### src/rtl/core/sttag_pkg.sv
// Shared types, constants and swizzle functions for the supertile texel address generator.
// No dependencies; every other file in rtl/core depends on this package.
`timescale 1ns / 1ps

package sttag_pkg;

	localparam int unsigned ADDR_W         = 24;
	localparam int unsigned COORD_W        = 12;
	localparam int unsigned DIM_W          = 13;
	localparam int unsigned DATA_W         = 32;
	localparam int unsigned CFG_IDX_W      = 3;
	localparam int unsigned CFG_DATA_W     = 13;
	localparam int unsigned ST_LOG2        = 6;
	localparam int unsigned ST_DIM         = 64;
	localparam int unsigned COORD_BITS_DEF = 12;

	// swizzled-x and swizzled-y bit positions inside the 24-bit index
	localparam logic [ADDR_W-1:0]  X_MASK = 24'hFFF393;
	localparam logic [COORD_W-1:0] Y_MASK = 12'hC6C;

	typedef enum logic [CFG_IDX_W-1:0] {
		REG_DEST_WIDTH = 3'd0,
		REG_RECT_X     = 3'd1,
		REG_RECT_Y     = 3'd2,
		REG_RECT_W     = 3'd3,
		REG_RECT_H     = 3'd4
	} reg_idx_t;

	typedef struct packed {
		logic [DIM_W-1:0]   dest_width;
		logic [COORD_W-1:0] rect_x;
		logic [COORD_W-1:0] rect_y;
		logic [DIM_W-1:0]   rect_w;
		logic [DIM_W-1:0]   rect_h;
	} cfg_t;

	typedef struct packed {
		logic [ADDR_W-1:0] index;
		logic              last;
		logic              oor;
	} res_t;

	// in-supertile x bits go to x1x0 -> 1:0, x2 -> 4, x5..x3 -> 9:7, supertile column above
	function automatic logic [ADDR_W-1:0] swz_x(input logic [ADDR_W-1:0] x);
		return (x & 24'h03) | ((x & 24'h04) << 2) | ((x & 24'h38) << 4) |
			((x & ~24'h3f) << 6);
	endfunction

	function automatic logic [COORD_W-1:0] swz_y(input logic [COORD_W-1:0] y);
		return ((y & 12'h03) << 2) | ((y & 12'h0c) << 3) | ((y & 12'h30) << 6);
	endfunction

	// one supertile row: width aligned up to the supertile size, times 64
	function automatic logic [ADDR_W-1:0] row_stride(input logic [DIM_W-1:0] w);
		logic [DIM_W:0] a;
		a = ({1'b0, w} + (DIM_W+1)'(ST_DIM - 1)) & ~(DIM_W+1)'(ST_DIM - 1);
		return swz_x({{(ADDR_W-DIM_W-1){1'b0}}, a});
	endfunction

endpackage

### src/rtl/core/sttag_cfg_regs.sv
// Configuration register file for the supertile texel address generator.
// Depends on sttag_pkg for register indexes and the cfg_t bundle.
`timescale 1ns / 1ps

module sttag_cfg_regs (
	input  logic                               clk,
	input  logic                               arst_n,
	input  logic                               cfg_valid,
	output logic                               cfg_ready,
	input  logic [sttag_pkg::CFG_IDX_W-1:0]    cfg_index,
	input  logic [sttag_pkg::CFG_DATA_W-1:0]   cfg_data,
	output sttag_pkg::cfg_t                    cfg
);
	import sttag_pkg::*;

	cfg_t cfg_q;
	logic wr_en;

	assign cfg_ready = 1'b1;
	assign wr_en     = cfg_valid && cfg_ready;
	assign cfg       = cfg_q;

	always_ff @(posedge clk or negedge arst_n) begin
		if (!arst_n) begin
			cfg_q.dest_width <= DIM_W'(ST_DIM);
			cfg_q.rect_x     <= '0;
			cfg_q.rect_y     <= '0;
			cfg_q.rect_w     <= DIM_W'(1);
			cfg_q.rect_h     <= DIM_W'(1);
		end else if (wr_en) begin
			unique case (cfg_index)
				REG_DEST_WIDTH: cfg_q.dest_width <= cfg_data;
				REG_RECT_X:     cfg_q.rect_x     <= cfg_data[COORD_W-1:0];
				REG_RECT_Y:     cfg_q.rect_y     <= cfg_data[COORD_W-1:0];
				REG_RECT_W:     cfg_q.rect_w     <= cfg_data;
				REG_RECT_H:     cfg_q.rect_h     <= cfg_data;
				default: begin
				end
			endcase
		end
	end

endmodule

### src/rtl/core/sttag_addr_step.sv
// Rectangle walk state and per-texel index computation.
// Depends on sttag_pkg for swizzle functions, masks and the cfg_t / res_t bundles.
`timescale 1ns / 1ps

module sttag_addr_step #(
	parameter int unsigned COORD_BITS = sttag_pkg::COORD_BITS_DEF
) (
	input  logic            clk,
	input  logic            arst_n,
	input  logic            advance,
	input  sttag_pkg::cfg_t cfg,
	output sttag_pkg::res_t res
);
	import sttag_pkg::*;

	localparam logic [COORD_W+2:0] LIM = (COORD_W+3)'((1 << COORD_BITS) - 1);

	logic [DIM_W-1:0]   col_q, row_q;
	logic [ADDR_W-1:0]  x_q, base_q;
	logic [COORD_W-1:0] y_q;

	logic               start, row_end, last;
	logic [DIM_W-1:0]   w, h;
	logic [DIM_W:0]     col_inc, row_inc;
	logic [ADDR_W-1:0]  stride, start_base, xs, base, x_row, x_next;
	logic [COORD_W-1:0] ys, y_next;
	logic [ADDR_W+1:0]  prod;
	logic [COORD_W+1:0] cx, cy;

	assign start  = (col_q == '0) && (row_q == '0);
	assign stride = row_stride(cfg.dest_width);
	// supertile row of rect_y times the row stride
	assign prod = {{ADDR_W-4{1'b0}}, cfg.rect_y[COORD_W-1:ST_LOG2]} *
		{2'b0, stride};
	assign start_base = prod[ADDR_W-1:0];

	assign x_row = swz_x({{(ADDR_W-COORD_W){1'b0}}, cfg.rect_x});
	assign xs    = start ? x_row : x_q;
	assign ys    = start ? swz_y(cfg.rect_y) : y_q;
	assign base  = start ? start_base : base_q;

	assign w       = (cfg.rect_w == '0) ? DIM_W'(1) : cfg.rect_w;
	assign h       = (cfg.rect_h == '0) ? DIM_W'(1) : cfg.rect_h;
	assign col_inc = {1'b0, col_q} + (DIM_W+1)'(1);
	assign row_inc = {1'b0, row_q} + (DIM_W+1)'(1);
	assign row_end = col_inc >= {1'b0, w};
	assign last    = row_end && (row_inc >= {1'b0, h});

	assign cx = {2'b0, cfg.rect_x} + {1'b0, col_q};
	assign cy = {2'b0, cfg.rect_y} + {1'b0, row_q};

	// masked increments: borrow ripples through the gaps of the swizzle
	assign x_next = (xs - X_MASK) & X_MASK;
	assign y_next = (ys - Y_MASK) & Y_MASK;

	assign res.index = base + {{(ADDR_W-COORD_W){1'b0}}, ys} + xs;
	assign res.last  = last;
	assign res.oor   = ({1'b0, cx} > LIM) || ({1'b0, cy} > LIM);

	always_ff @(posedge clk or negedge arst_n) begin
		if (!arst_n) begin
			col_q  <= '0;
			row_q  <= '0;
			x_q    <= '0;
			y_q    <= '0;
			base_q <= '0;
		end else if (advance) begin
			if (last) begin
				col_q  <= '0;
				row_q  <= '0;
				x_q    <= xs;
				y_q    <= ys;
				base_q <= base;
			end else if (row_end) begin
				col_q  <= '0;
				row_q  <= row_inc[DIM_W-1:0];
				x_q    <= x_row;
				y_q    <= y_next;
				// add a supertile row when the in-tile y wraps
				base_q <= (y_next == '0) ? base + stride : base;
			end else begin
				col_q  <= col_inc[DIM_W-1:0];
				x_q    <= x_next;
				y_q    <= ys;
				base_q <= base;
			end
		end
	end

endmodule

### src/rtl/core/supertile_texel_address_gen.sv
// Top level of the supertile texel address generator: input register, step logic, output register.
// Depends on sttag_pkg, sttag_cfg_regs and sttag_addr_step.
//
//   channel | direction | handshake                 | payload
//   --------+-----------+---------------------------+-----------------------------------------
//   src     | in        | src_valid / src_stall     | texel_in
//   dst     | out       | dst_valid / dst_stall     | texel_index, texel_out, last_texel,
//           |           |                           | out_of_range
//   cfg     | in        | cfg_valid / cfg_ready     | cfg_index, cfg_data
//
// One texel per cycle sustained while dst is not stalled; an accepted texel goes through the
// input register and then the result register before its dst transaction.
// The rectangle walk state advances when a texel moves into the result register.
// Reset clears the walk counters and loads register defaults; cfg_ready is always high.
// src_stall rises only when both registers are full and dst is stalled.
`timescale 1ns / 1ps

module supertile_texel_address_gen #(
	parameter int unsigned COORD_BITS = sttag_pkg::COORD_BITS_DEF
) (
	input  logic                             clk,
	input  logic                             arst_n,
	input  logic                             src_valid,
	output logic                             src_stall,
	input  logic [sttag_pkg::DATA_W-1:0]     texel_in,
	output logic                             dst_valid,
	input  logic                             dst_stall,
	output logic [sttag_pkg::ADDR_W-1:0]     texel_index,
	output logic [sttag_pkg::DATA_W-1:0]     texel_out,
	output logic                             last_texel,
	output logic                             out_of_range,
	input  logic                             cfg_valid,
	output logic                             cfg_ready,
	input  logic [sttag_pkg::CFG_IDX_W-1:0]  cfg_index,
	input  logic [sttag_pkg::CFG_DATA_W-1:0] cfg_data
);
	import sttag_pkg::*;

	cfg_t              cfg;
	res_t              res, res_q;
	logic              valid_s1, out_valid_q;
	logic [DATA_W-1:0] texel_s1, texel_q;
	logic              accept, advance;

	sttag_cfg_regs u_cfg (
		.clk       (clk),
		.arst_n    (arst_n),
		.cfg_valid (cfg_valid),
		.cfg_ready (cfg_ready),
		.cfg_index (cfg_index),
		.cfg_data  (cfg_data),
		.cfg       (cfg)
	);

	sttag_addr_step #(
		.COORD_BITS (COORD_BITS)
	) u_step (
		.clk     (clk),
		.arst_n  (arst_n),
		.advance (advance),
		.cfg     (cfg),
		.res     (res)
	);

	assign advance   = valid_s1 && (!out_valid_q || !dst_stall);
	assign src_stall = valid_s1 && !advance;
	assign accept    = src_valid && !src_stall;

	always_ff @(posedge clk or negedge arst_n) begin
		if (!arst_n) begin
			valid_s1    <= 1'b0;
			out_valid_q <= 1'b0;
		end else begin
			if (accept)
				valid_s1 <= 1'b1;
			else if (advance)
				valid_s1 <= 1'b0;
			if (advance)
				out_valid_q <= 1'b1;
			else if (!dst_stall)
				out_valid_q <= 1'b0;
		end
	end

	always_ff @(posedge clk) begin
		if (accept)
			texel_s1 <= texel_in;
		if (advance) begin
			texel_q <= texel_s1;
			res_q   <= res;
		end
	end

	assign dst_valid    = out_valid_q;
	assign texel_index  = res_q.index;
	assign texel_out    = texel_q;
	assign last_texel   = res_q.last;
	assign out_of_range = res_q.oor;

endmodule

### config.mk
export PLATFORM = sky130hd
export DESIGN_NAME = supertile_texel_address_gen
export DESIGN_NICKNAME = d
export VERILOG_FILES = /design/src/rtl/core/sttag_pkg.sv /design/src/rtl/core/sttag_cfg_regs.sv /design/src/rtl/core/sttag_addr_step.sv /design/src/rtl/core/supertile_texel_address_gen.sv
export SDC_FILE = /design/constraint.sdc
export NUM_CORES = 1
export LEC_CHECK = 0
export CAP_MARGIN = 25
export CORE_ASPECT_RATIO = 0.5
export CORE_UTILIZATION = 45
export CTS_BUF_LIST = sky130_fd_sc_hd__clkbuf_4
export DETAILED_ROUTE_END_ITERATION = 10
export DONT_BUFFER_PORTS = 1
export SETUP_SLACK_MARGIN = 0.05
export SYNTH_ARGS = -nofsm -noshare
export SYNTH_HDL_FRONTEND = slang
export SYNTH_SLANG_ARGS = --single-unit
### constraint.sdc
create_clock -name clk -period 8 [get_ports clk]
set_input_delay 0.8 -clock clk [delete_from_list [all_inputs] [get_ports clk]]
set_output_delay 0.8 -clock clk [all_outputs]
set_load 0.02 [all_outputs]
==> Flow_metrics.wiki, run 1 <==
{| class="wikitable"
! Metric !! Value
|-
| # placed instances || 1,968
|-
| Final setup violating endpoints || 0
|-
| Remaining routing DRC violations || 0
|-
| Nets in the synthesized netlist || 1,747
|-
| Most frequently used flop master after synthesis || dfrtp_1
|-
| Total count of hold-check failures in the final report || 9
|-
| Pin slew with the least headroom to its limit || 1.00 ns
|-
| Total negative slack for setup checks || 0 ns
|-
| Maximum number of buffers from clock root to sink || 3
|-
| Startpoint type of the worst setup path || register
|-
| GRT busiest layer || met2
|-
| Cell area power density || 264 nW/um^2
|-
| Global-route met3 utilization || 0.0549
|-
| Chip height || 134 um
|-
| Clock root buffer || clkbuf_4
|-
| Grt total ovfl || 0
|-
| Post-route total power || 4460 uW
|-
| Met2 global-route usage || 0.345
|-
| Net switching power || 1730 uW
|-
| Total routing resource utilization after global routing || 0.226
|-
| Number of design-rule violations left by the first detailed-router iteration || 896
|-
| Initial standard-cell utilization of the core || 0.464
|-
| RePlAce Congestion || 0.847
|-
| Half-perimeter wire length after detailed placement || 27.9 mm
|-
| Worst Skew || 0.0440 ns
|-
| Final cell count without fillers || 2,083
|-
| TritonCTS buffer count || 60
|-
| Buffer count from post-CTS setup fixing || 0
|-
| Met1 usage in global routing || 0.318
|-
| Arr. time, crit path || 7.16 ns
|-
| Period utilization || 0.834
|-
| Core Rows || 47
|-
| Clock tree from TritonCTS || yes
|-
| WL final || 39.0 mm
|-
| Sequential fraction of the synthesis area || 0.416
|-
| Synth Cell Area || 15,600 sq um
|-
| Die width || 265 um
|-
| Vias after detailed routing || 11,595
|-
| WP data required || 8.49 ns
|-
| Floorplan die area || 35,400 sq um
|-
| Synth Warn # || 0
|-
| RSZ-0062 raised after global routing || no
|-
| H-tree levels || 2
|-
| Part of the total power dissipated in sequential elements || 0.387
|-
| Final hold slack || -0.0508 ns
|-
| Via count of the first global-routing pass || 11,664
|-
| Via/cell ratio || 5.57
|-
| Maximum number of pins on one net before global-route repair || 152
|-
| Switching share of total power || 0.388
|-
| Part of the total power dissipated in the clock network || 0.258
|-
| FMAX || 0.150 GHz
|-
| Post-synthesis to final-layout area growth || 8.62%
|-
| Number of nets at the end of the flow || 1,770
|-
| Status || complete, but fails checks
|-
| Failing checks || hold timing
|-
| Min Tclk post-route || 6.67 ns
|-
| Setup crit end kind || register
|-
| DRT Pass-1 Iters || 5
|-
| Count of pins over their slew limit || 0
|-
| Number of antenna violations at the first check in global routing || 2
|-
| Number of enable-type register cells in the synthesized netlist || 90
|-
| # IOs || 114
|-
| Leading cell types in the layout, fill and taps excluded || 188 x nand2_1, 148 x dfrtp_1, 111 x ha_1, 106 x inv_1, 91 x o21ai_0
|-
| Setup CP Type || register to register
|-
| Worst Path Max Fanout || 7
|-
| Leak || 0.00759 uW
|-
| Count of input and output buffers || 0
|-
| Post-CTS clock slew at the launch and capture registers of the worst setup and hold paths || 0.08 ns
|-
| Proportion of synthesized flip-flops having asynchronous set or reset || 0.627
|-
| Distinct cell type count of the synthesized netlist || 87
|-
| Insertion delay of the later-clocked pin in the worst-skew pair || 0.77 ns
|-
| Core region area || 33,600 sq um
|-
| Part of the power in combinational logic || 0.355
|-
| Antenna-violating nets left || 0
|-
| # Max-Cap Violations || 0
|-
| Wire length of the first global-routing pass || 62.9 mm
|-
| Post-cts resize count || 0
|-
| Average wire length per cell after detail routing || 18.7 um
|-
| Cells after Synth || 1,543
|-
| Synthesized flop and latch total || 241
|-
| Number of hold buffers added after cts || 1
|-
| Avg Synthesized Cell Area || 10.1 sq um
|-
| Pint || 2730 uW
|-
| Worst-case headroom to the max-slew limit || 0.329
|-
| Worst min-delay path class || primary input to async pin
|-
| Share of cells above drive strength 1 || 0.126
|-
| Most common cell after layout, fill and taps aside || nand2_1
|-
| CTS sink cnt || 241
|-
| IR drop worst, VDD || 0.000125 V
|}
## routing by layer
metal	vias to the layer above	wire [um]
li1	5587	-
met1	5592	18500
met2	343	16900
met3	73	2780
met4	0	787
met5	-	0
## cell usage after synthesis (6+ instances only)
master	number	share of area
inv_1	107	0.026
nand4_1	8	0.0032
xor2_1	23	0.013
nand2b_1	16	0.0064
a21oi_1	72	0.023
nand2_1	189	0.046
mux2_2	54	0.039
nor2b_1	29	0.012
o22ai_1	7	0.0028
clkbuf_1	27	0.0065
xnor2_1	41	0.023
a31oi_1	9	0.0036
nor4_1	10	0.0040
buf_1	9	0.0022
o31ai_1	22	0.011
nor2_1	58	0.014
o21a_1	6	0.0029
edfxtp_1	90	0.17
o211ai_1	13	0.0063
fa_1	40	0.051
or3_1	10	0.0040
and2_1	62	0.025
o21ai_0	91	0.029
nand3_1	50	0.016
buf_2	13	0.0042
a21o_1	24	0.012
nor3_1	29	0.0093
and3_1	30	0.012
ha_1	111	0.089
a211oi_1	9	0.0043
mux2i_1	22	0.014
dfrtp_1	148	0.24
## critical path: stages (launching register included)
cell and delay (ns):
dfrtp_1 0.37, nor4_1 0.43, a21oi_1 0.22, nand3_1 0.16, nor2_1 0.07, and2_1 0.17
xnor2_1 0.51, and2_1 0.24, fa_1 0.44, fa_1 0.54, inv_1 0.05, fa_1 0.54
inv_1 0.05, ha_1 0.36, nand3_1 0.10, a21oi_1 0.06, or4_1 0.48, a31oi_1 0.43
a21oi_1 0.15, ha_1 0.40, and3_1 0.17, a21oi_1 0.20, and3_1 0.19, o22ai_1 0.08
## stage by stage
step | area (sq um) | util | setup slack (ns) | hold WS (ns)
CTS | 16900 | 0.504 | 1.34 | 0.0561
detailed placement | 16100 | 0.478 | 1.35 | 0.405
global route | 16900 | 0.504 | 0.827 | 0.0453
finish | 16900 | 0.504 | 1.33 | -0.0508
global placement | 16000 | 0.477 | 1.53 | 0.401
floorplan | 15600 | - | 2.13 | 0.400
## path summary, 6_finish.rpt
check | to | start | slack [ns] | depth (start not counted)
hold reg to reg | texel_out[24] | texel_s1[24] | 0.42 | 0
setup / recovery | texel_index[23] | u_cfg.cfg[52] | 1.33 | 23
setup reg to reg | texel_index[23] | u_cfg.cfg[52] | 1.33 | 23
hold / removal | u_cfg.cfg[17] | arst_n | -0.05 | 1
min in group clk | texel_s1[5] | texel_in[5] | 0.13 | 0
max in group asynchronous | u_step.base_q[18] | arst_n | 7.26 | 1
## kinds of logic after synthesis
family | Yosys count | share of synthesized area
XOR/XNOR | 64 | 0.0360
adder cells (fa/ha/maj) | 151 | 0.141
flip-flops | 241 | 0.416
multiplexers | 78 | 0.0546
AND/OR/NAND/NOR | 530 | 0.177
buffers and inverters | 159 | 0.0403
AO/OA/AOI/OAI | 319 | 0.135
other | 1 | 0.000241
## state kept, by name (all words and copies together), names as in the netlist, 12 cells and up
signal and count:
u_step.row_q 13, u_step.base_q 24, u_step.col_q 13, u_step.y_q 12
u_step.x_q 24, u_cfg.cfg 63, texel_out 32, texel_index 24
texel_s1 32
## power by group through the flow
stage	registers [uW]	clock network (uW)	logic, uW
after detailed placement	1750	0	1560
after global routing	1760	1260	1810
after global placement	1740	0	1490
final	1730	1150	1580
after CTS	1720	1190	1590
after floorplan	1660	0	1230
## cell type report
class	count	area [sq um]
diodes	2	5.00
clock buffers	80	601
repair buffers	13	121
clock inverters	32	240
inverters	107	404
well taps	465	582
flip-flops and latches	241	6480
multi-input cells	1143	8490
fillers	3047	16700
Note: power is estimated with default switching activity, not from simulation.
==> run 2: changes to the inputs <==
Clock period 8 ns to 6.6 ns, I/O delays scaled along.
==> run 2 against run 1 <==
The flow now finishes without violations. Utilization rose by 1.1 points. Sequential power rose by 21%. Clock power rose by 11%. Total power rose by 20%. Register-to-register slack got worse by 1.0 ns. Largest power group unchanged. Die area did not move. Via count rose by 3.4%. Fmax rose by 6.0%. Combinational power rose by 25%. First-iteration DRC count rose by 9.3%. Design area rose by 2.2%.
==> Flow_metrics.wiki, run 2 (same netlist as run 1, synthesis figures left out) <==
{| class="wikitable"
! Metric !! Value
|-
| Status || finished, final reports clean (was complete, but fails checks)
|-
| Antenna-violating nets left || 0 (unchanged)
|-
| # IOs || 114 (unchanged)
|-
| Worst Path Max Fanout || 7 (unchanged)
|-
| Post-CTS clock slew at the launch and capture registers of the worst setup and hold paths || 0.08 ns (about the same)
|-
| Worst-case headroom to the max-slew limit || 0.337 (was 0.329)
|-
| Flip-flop count of the largest register after layout || 63 (unchanged)
|-
| Most common cell after layout, fill and taps aside || nand2_1 (unchanged)
|-
| Total routing resource utilization after global routing || 0.231 (was 0.226)
|-
| Total non-filler cell area in the finished layout || 17,300 sq um (was 16,900 sq um)
|-
| Total count of hold-check failures in the final report || 0 (was 9)
|-
| Core region area || 33,600 sq um (unchanged)
|-
| Cell area power density || 309 nW/um^2 (was 264 nW/um^2)
|-
| Average wire length per cell after detail routing || 18.9 um (was 18.7 um)
|-
| Fill cell instance count of the final layout || 2,980 (was 3,047)
|-
| Half-perimeter wire length after detailed placement || 28.0 mm (was 27.9 mm)
|-
| Count of input and output buffers || 0 (unchanged)
|-
| TritonCTS buffer count || 58 (was 60)
|-
| Final hold slack || 0.0459 ns (was -0.0508 ns)
|-
| Count of pins over their slew limit || 0 (unchanged)
|-
| Floorplan die area || 35,400 sq um (unchanged)
|-
| RSZ-0062 raised after global routing || yes (was no)
|-
| Chip height || 134 um (unchanged)
|-
| Leak || 0.00777 uW (was 0.00759 uW)
|-
| Share of cells above drive strength 1 || 0.133 (was 0.126)
|-
| Wire length of the first global-routing pass || 64.8 mm (was 62.9 mm)
|-
| RePlAce Congestion || 0.875 (was 0.847)
|-
| Maximum number of pins on one net before global-route repair || 152 (unchanged)
|-
| Vias after detailed routing || 11,985 (was 11,595)
|-
| Core Rows || 47 (unchanged)
|-
| Startpoint type of the worst setup path || register (unchanged)
|-
| Layout Utilization || 0.515 (was 0.504)
|-
| Final setup violating endpoints || 0 (unchanged)
|-
| Arr. time, crit path || 6.75 ns (was 7.16 ns)
|-
| # placed instances || 1,974 (was 1,968)
|-
| Number of nets at the end of the flow || 1,812 (was 1,770)
|-
| IR drop worst, VDD || 0.000196 V (was 0.000125 V)
|-
| H-tree levels || 2 (unchanged)
|-
| CTS sink cnt || 241 (unchanged)
|-
| Number of design-rule violations left by the first detailed-router iteration || 979 (was 896)
|-
| # Max-Cap Violations || 0 (unchanged)
|-
| Top layer in use || met4 (unchanged)
|-
| Period utilization || 0.954 (was 0.834)
|-
| Final cell count without fillers || 2,117 (was 2,083)
|-
| Worst min-delay path class || primary input to register (was primary input to async pin)
|-
| Pin slew with the least headroom to its limit || 0.986 ns (was 1.00 ns)
|-
| Post-synthesis to final-layout area growth || 11.0% (was 8.62%)
|-
| Initial standard-cell utilization of the core || 0.464 (unchanged)
|-
| Via/cell ratio || 5.66 (was 5.57)
|-
| Insertion delay of the later-clocked pin in the worst-skew pair || 0.76 ns (was 0.77 ns)
|-
| Die width || 265 um (unchanged)
|-
| Min Tclk post-route || 6.29 ns (was 6.67 ns)
|-
| Via count of the first global-routing pass || 12,047 (was 11,664)
|-
| FMAX || 0.159 GHz (was 0.150 GHz)
|-
| Number of antenna violations at the first check in global routing || 1 (was 2)
|-
| Detailed-routing wirelength on met1 || 19.0 mm (was 18.5 mm)
|-
| DRT Pass-1 Iters || 5 (unchanged)
|-
| Met2 wire length || 17.8 mm (was 16.9 mm)
|-
| Setup CP Type || register to register (unchanged)
|-
| Grt total ovfl || 0 (unchanged)
|-
| Remaining routing DRC violations || 0 (unchanged)
|-
| Post-route total power || 5350 uW (was 4460 uW)
|-
| Clock tree from TritonCTS || yes (unchanged)
|-
| Setup crit end kind || register (unchanged)
|-
| Maximum number of buffers from clock root to sink || 3 (unchanged)
|-
| Routed wire length on met3 || 2.62 mm (was 2.78 mm)
|-
| Clock root buffer || clkbuf_4 (unchanged)
|-
| Leading cell types in the layout, fill and taps excluded || 188 x nand2_1, 148 x dfrtp_1, 111 x ha_1, 106 x inv_1, 90 x edfxtp_1 (was 188 x nand2_1, 148 x dfrtp_1, 111 x ha_1, 106 x inv_1, 91 x o21ai_0)
|-
| Worst Skew || 0.0698 ns (was 0.0440 ns)
|-
| Dpl cell area || 16,100 sq um (about the same)
|-
| WL final || 40.0 mm (was 39.0 mm)
|-
| WP data required || 7.06 ns (was 8.49 ns)
|}
==> run 2: cell types whose count changed in the layout (fill, tap and decap cells not counted), sizes merged, moves of 3 or more <==
cell | previous run | this run
buf | 13 | 19
bufinv | 4 | 1
clkbuf | 80 | 90
clkinv | 26 | 11
dlygate4sd3 | 0 | 37
==> run 2: area by class of cell <==
| cell class | instances | area [sq um] | area share |
|---|---|---|---|
| diodes | 1 | 2.50 | 0.000145 |
| repair buffers | 57 | 547 | 0.0316 |
| clock inverters | 14 | 88.8 | 0.00514 |
| multi-input cells | 1143 | 8520 | 0.492 |
| inverters | 107 | 404 | 0.0234 |
| clock buffers | 89 | 668 | 0.0386 |
| well taps | 465 | 582 | 0.0336 |
| flip-flops and latches | 241 | 6480 | 0.375 |
==> run 2: repair_timing <==
action | in CTS | in global routing
endpoints found under the hold margin | 188 | 0
setup endpoints to repair | 1 | 7
hold buffers | 38 | 0
resized for setup | 1 | 6
buffers inserted | 0 | 0
==> run 2: critical path: stages (launching register included) <==
cell and delay, ns:
dfrtp_1 0.39, nor4_2 0.39, a21oi_1 0.20, nand3_1 0.18
nor2_1 0.08, and2_1 0.19, xnor2_2 0.29, and2_1 0.20
fa_1 0.44, fa_1 0.54, inv_1 0.05, fa_1 0.53
inv_1 0.04, ha_1 0.36, nand3_1 0.09, a21oi_1 0.06
or4_1 0.50, a31oi_2 0.34, a21oi_1 0.13, ha_1 0.40
and3_1 0.18, a21oi_1 0.20, and3_1 0.19, o22ai_1 0.08
==> run 2: where the power goes <==
group / switching, uW / total, uW / internal, uW
clock: 632 / 1280 / 652
combinational: 1140 / 1970 / 827
sequential: 316 / 2100 / 1780
==> run 2: per-stage QoR <==
step	setup TNS, ns	setup WS (ns)
6_report	0	0.306
5_1_grt	-0.113	-0.113
3_5_place_dp	-0.0372	-0.0372
2_1_floorplan	0	0.733
4_1_cts	0	0.135
3_3_place_gp	0	0.212
==> run 2: path summary, 6_finish.rpt <==
check                           depth (start not counted)     startpoint  slack [ns]                 to
worst min-delay path                                    1    cfg_data[3]        0.05      u_cfg.cfg[41]
max in group asynchronous                               2         arst_n        5.39  u_step.base_q[22]
min in group asynchronous                               2         arst_n        0.61    u_step.col_q[2]
worst min register to register                          0   texel_s1[23]        0.41      texel_out[23]
worst max register to register                         23  u_cfg.cfg[52]        0.31    texel_index[23]
worst max-delay path                                   23  u_cfg.cfg[52]        0.31    texel_index[23]
==> run 2: layer usage <==
layer | GRT usage | up-vias
met2 | 0.362 | 401
met3 | 0.0523 | 75
met4 | 0.0591 | 0
li1 | - | 5678
met1 | 0.323 | 5831
met5 | 0 | -
==> run 3: changes to the inputs <==
Clock period 6.6 ns to 6.2 ns, I/O delays scaled along.
==> run 3 against run 2 <==
Fmax rose by 6.3%. Global-route usage rose by 0.37 points. Count of clock-buffer cells in the layout fell by 2. Sequential cell count did not move. Largest power group unchanged. Hold slack improved by 0.0088 ns. Sequential power rose by 6%. Via count fell by 0.22%. Design area rose by 1.4%. Critical path type unchanged. Clock skew fell by 0.027 ns. Die area did not move.
==> Flow_metrics.wiki, run 3 (same netlist as run 1, synthesis figures left out) <==
{| class="wikitable"
! Metric !! Value
|-
| H-tree levels || 2 (unchanged)
|-
| Total routing resource utilization after global routing || 0.234 (was 0.231)
|-
| Number of design-rule violations left by the first detailed-router iteration || 871 (was 979)
|-
| Chip height || 134 um (unchanged)
|-
| Total count of hold-check failures in the final report || 0 (unchanged)
|-
| Half-perimeter wire length after detailed placement || 28.1 mm (was 28.0 mm)
|-
| Smallest setup slack after layout || 0.281 ns (was 0.306 ns)
|-
| Core Rows || 47 (unchanged)
|-
| Insertion delay of the later-clocked pin in the worst-skew pair || 0.74 ns (was 0.76 ns)
|-
| Switching share of total power || 0.388 (was 0.391)
|-
| Period utilization || 0.955 (was 0.954)
|-
| Flip-flop count of the largest register after layout || 63 (unchanged)
|-
| Met1 usage in global routing || 0.332 (was 0.323)
|-
| Setup CP Type || register to register (unchanged)
|-
| Part of the total power dissipated in sequential elements || 0.385 (was 0.392)
|-
| Part of the power in combinational logic || 0.366 (was 0.368)
|-
| WL final || 40.6 mm (was 40.0 mm)
|-
| FF-to-FF path depth || 24 (was 23)
|-
| Grt total ovfl || 0 (unchanged)
|-
| Count of pins over their slew limit || 0 (unchanged)
|-
| Worst setup timing slack at the placement stage || -0.0337 ns (was -0.0372 ns)
|-
| Total non-filler cell area in the finished layout || 17,500 sq um (was 17,300 sq um)
|-
| Dpl cell area || 16,100 sq um (about the same)
|-
| Post-synthesis to final-layout area growth || 12.5% (was 11.0%)
|-
| Worst min-delay path class || primary input to register (unchanged)
|-
| FMAX || 0.169 GHz (was 0.159 GHz)
|-
| IR drop worst, VDD || 0.000155 V (was 0.000196 V)
|-
| Number of nets at the end of the flow || 1,827 (was 1,812)
|-
| Pint || 3550 uW (was 3260 uW)
|-
| Final setup violating endpoints || 0 (unchanged)
|-
| Startpoint type of the worst setup path || register (unchanged)
|-
| Pin slew with the least headroom to its limit || 0.970 ns (was 0.986 ns)
|-
| Wire length of the first global-routing pass || 65.3 mm (was 64.8 mm)
|-
| DRT Pass-1 Iters || 5 (unchanged)
|-
| Core region area || 33,600 sq um (unchanged)
|-
| Initial standard-cell utilization of the core || 0.464 (unchanged)
|-
| Share of cells above drive strength 1 || 0.137 (was 0.133)
|-
| TritonCTS buffer count || 58 (unchanged)
|-
| Worst Skew || 0.0431 ns (was 0.0698 ns)
|-
| RSZ-0062 raised after global routing || no (was yes)
|-
| GRT busiest layer || met2 (unchanged)
|-
| Cell area power density || 331 nW/um^2 (was 309 nW/um^2)
|-
| Floorplan die area || 35,400 sq um (unchanged)
|-
| Arr. time, crit path || 6.39 ns (was 6.75 ns)
|-
| Maximum number of buffers from clock root to sink || 3 (unchanged)
|-
| Worst-case headroom to the max-slew limit || 0.353 (was 0.337)
|-
| Min Tclk post-route || 5.92 ns (was 6.29 ns)
|-
| Clock tree from TritonCTS || yes (unchanged)
|-
| Post-CTS clock slew at the launch and capture registers of the worst setup and hold paths || 0.07 ns (was 0.08 ns)
|-
| # Max-Cap Violations || 0 (unchanged)
|-
| Status || finished, final reports clean (unchanged)
|-
| Hold Path Depth || 2 (was 1)
|-
| Via/cell ratio || 5.60 (was 5.66)
|-
| Worst Path Max Fanout || 7 (unchanged)
|-
| Leak || 0.00785 uW (was 0.00777 uW)
|-
| Setup crit end kind || register (unchanged)
|-
| Leading cell types in the layout, fill and taps excluded || 188 x nand2_1, 148 x dfrtp_1, 109 x ha_1, 106 x inv_1, 90 x edfxtp_1 (was 188 x nand2_1, 148 x dfrtp_1, 111 x ha_1, 106 x inv_1, 90 x edfxtp_1)
|-
| Most common cell after layout, fill and taps aside || nand2_1 (unchanged)
|-
| CTS sink cnt || 241 (unchanged)
|-
| WP data required || 6.68 ns (was 7.06 ns)
|-
| Average wire length per cell after detail routing || 19.0 um (was 18.9 um)
|-
| Count of input and output buffers || 0 (unchanged)
|-
| # IOs || 114 (unchanged)
|-
| Remaining routing DRC violations || 0 (unchanged)
|-
| Clock root buffer || clkbuf_4 (unchanged)
|-
| Net switching power || 2250 uW (was 2090 uW)
|-
| Via count of the first global-routing pass || 11,892 (was 12,047)
|-
| Die width || 265 um (unchanged)
|-
| RePlAce Congestion || 0.879 (was 0.875)
|-
| Number of antenna violations at the first check in global routing || 2 (was 1)
|-
| Vias after detailed routing || 11,959 (was 11,985)
|-
| Part of the total power dissipated in the clock network || 0.249 (was 0.240)
|-
| Antenna-violating nets left || 0 (unchanged)
|-
| Maximum number of pins on one net before global-route repair || 152 (unchanged)
|-
| Global-route met3 utilization || 0.0601 (was 0.0523)
|-
| Met2 global-route usage || 0.357 (was 0.362)
|}
## run 3: changes by cell type in the layout (fill, tap and decap cells not counted), moves of 3 or more
cell	before	now
buf_4	18	21
clkinv_2	4	1
clkinv_1	7	15
dlygate4sd3_1	37	48
## run 3: final cells by class
cell class | count | area (sq um)
Multi-Input combinational cell | 1143 | 8550
Tap cell | 465 | 582
Clock buffer | 87 | 653
Clock inverter | 19 | 151
Timing Repair Buffer | 72 | 697
Sequential cell | 241 | 6480
Antenna cell | 1 | 2.50
Fill cell | 3045 | 16000
Inverter | 107 | 404
## run 3: critical path, stage by stage, from the launching register on
cell and delay, ns:
dfrtp_1 0.40, nor4_4 0.34, a21oi_2 0.13, nand3_1 0.14, nor2_2 0.07, and2_1 0.17, xnor2_1 0.12, buf_4 0.16
and2_1 0.16, fa_1 0.47, fa_1 0.56, inv_1 0.06, fa_1 0.52, inv_1 0.04, ha_1 0.36, nand3_1 0.10
a21oi_1 0.06, or4_1 0.51, a31oi_2 0.21, a21oi_1 0.11, ha_2 0.33, and3_1 0.17, a21oi_1 0.20, and3_1 0.19
o22ai_1 0.09
## run 3: through the flow
stage	hold WS, ns	cells	util	power [uW]	TNS, ns
6_report	0.0547	2135	0.522	5810	0
5_1_grt	0.00232	2135	0.522	6260	0
4_1_cts	0.00216	2132	0.520	5790	0
3_5_place_dp	0.327	1977	0.480	4270	-0.0337
3_3_place_gp	0.327	1977	0.480	4180	0
2_1_floorplan	0.324	1543	-	3740	0
## run 3: power by group through the flow
stage / logic (uW) / clock network [uW] / registers (uW)
after floorplan: 1590 / 0 / 2140
after global placement: 1940 / 0 / 2240
after detailed placement: 2010 / 0 / 2260
after CTS: 2080 / 1480 / 2220
after global routing: 2410 / 1570 / 2270
final: 2120 / 1450 / 2230
## run 3: layer usage
layer	share of wire	wire (um)
met3	0.073	2970
met4	0.018	725
met5	0	0
met1	0.47	19300
met2	0.43	17600
## run 3: worst paths after layout
kind	startpoint	slack, ns	to
setup / recovery	u_cfg.cfg[51]	0.28	texel_index[23]
hold / removal	cfg_data[2]	0.05	u_cfg.cfg[2]
setup reg to reg	u_cfg.cfg[51]	0.28	texel_index[23]
hold reg to reg	texel_s1[31]	0.41	texel_out[31]
max in group asynchronous	arst_n	5.01	u_cfg.cfg[34]
min in group asynchronous	arst_n	0.53	u_cfg.cfg[16]
## run 3: what timing repair did
item | CTS | global route
hold endpoints to repair | 222 | 0
endpoints found under the setup margin | 1 | 8
setup buffers | 0 | 1
hold buffers | 49 | 0
gates resized for setup | 1 | 16
pin swaps | 0 | 2
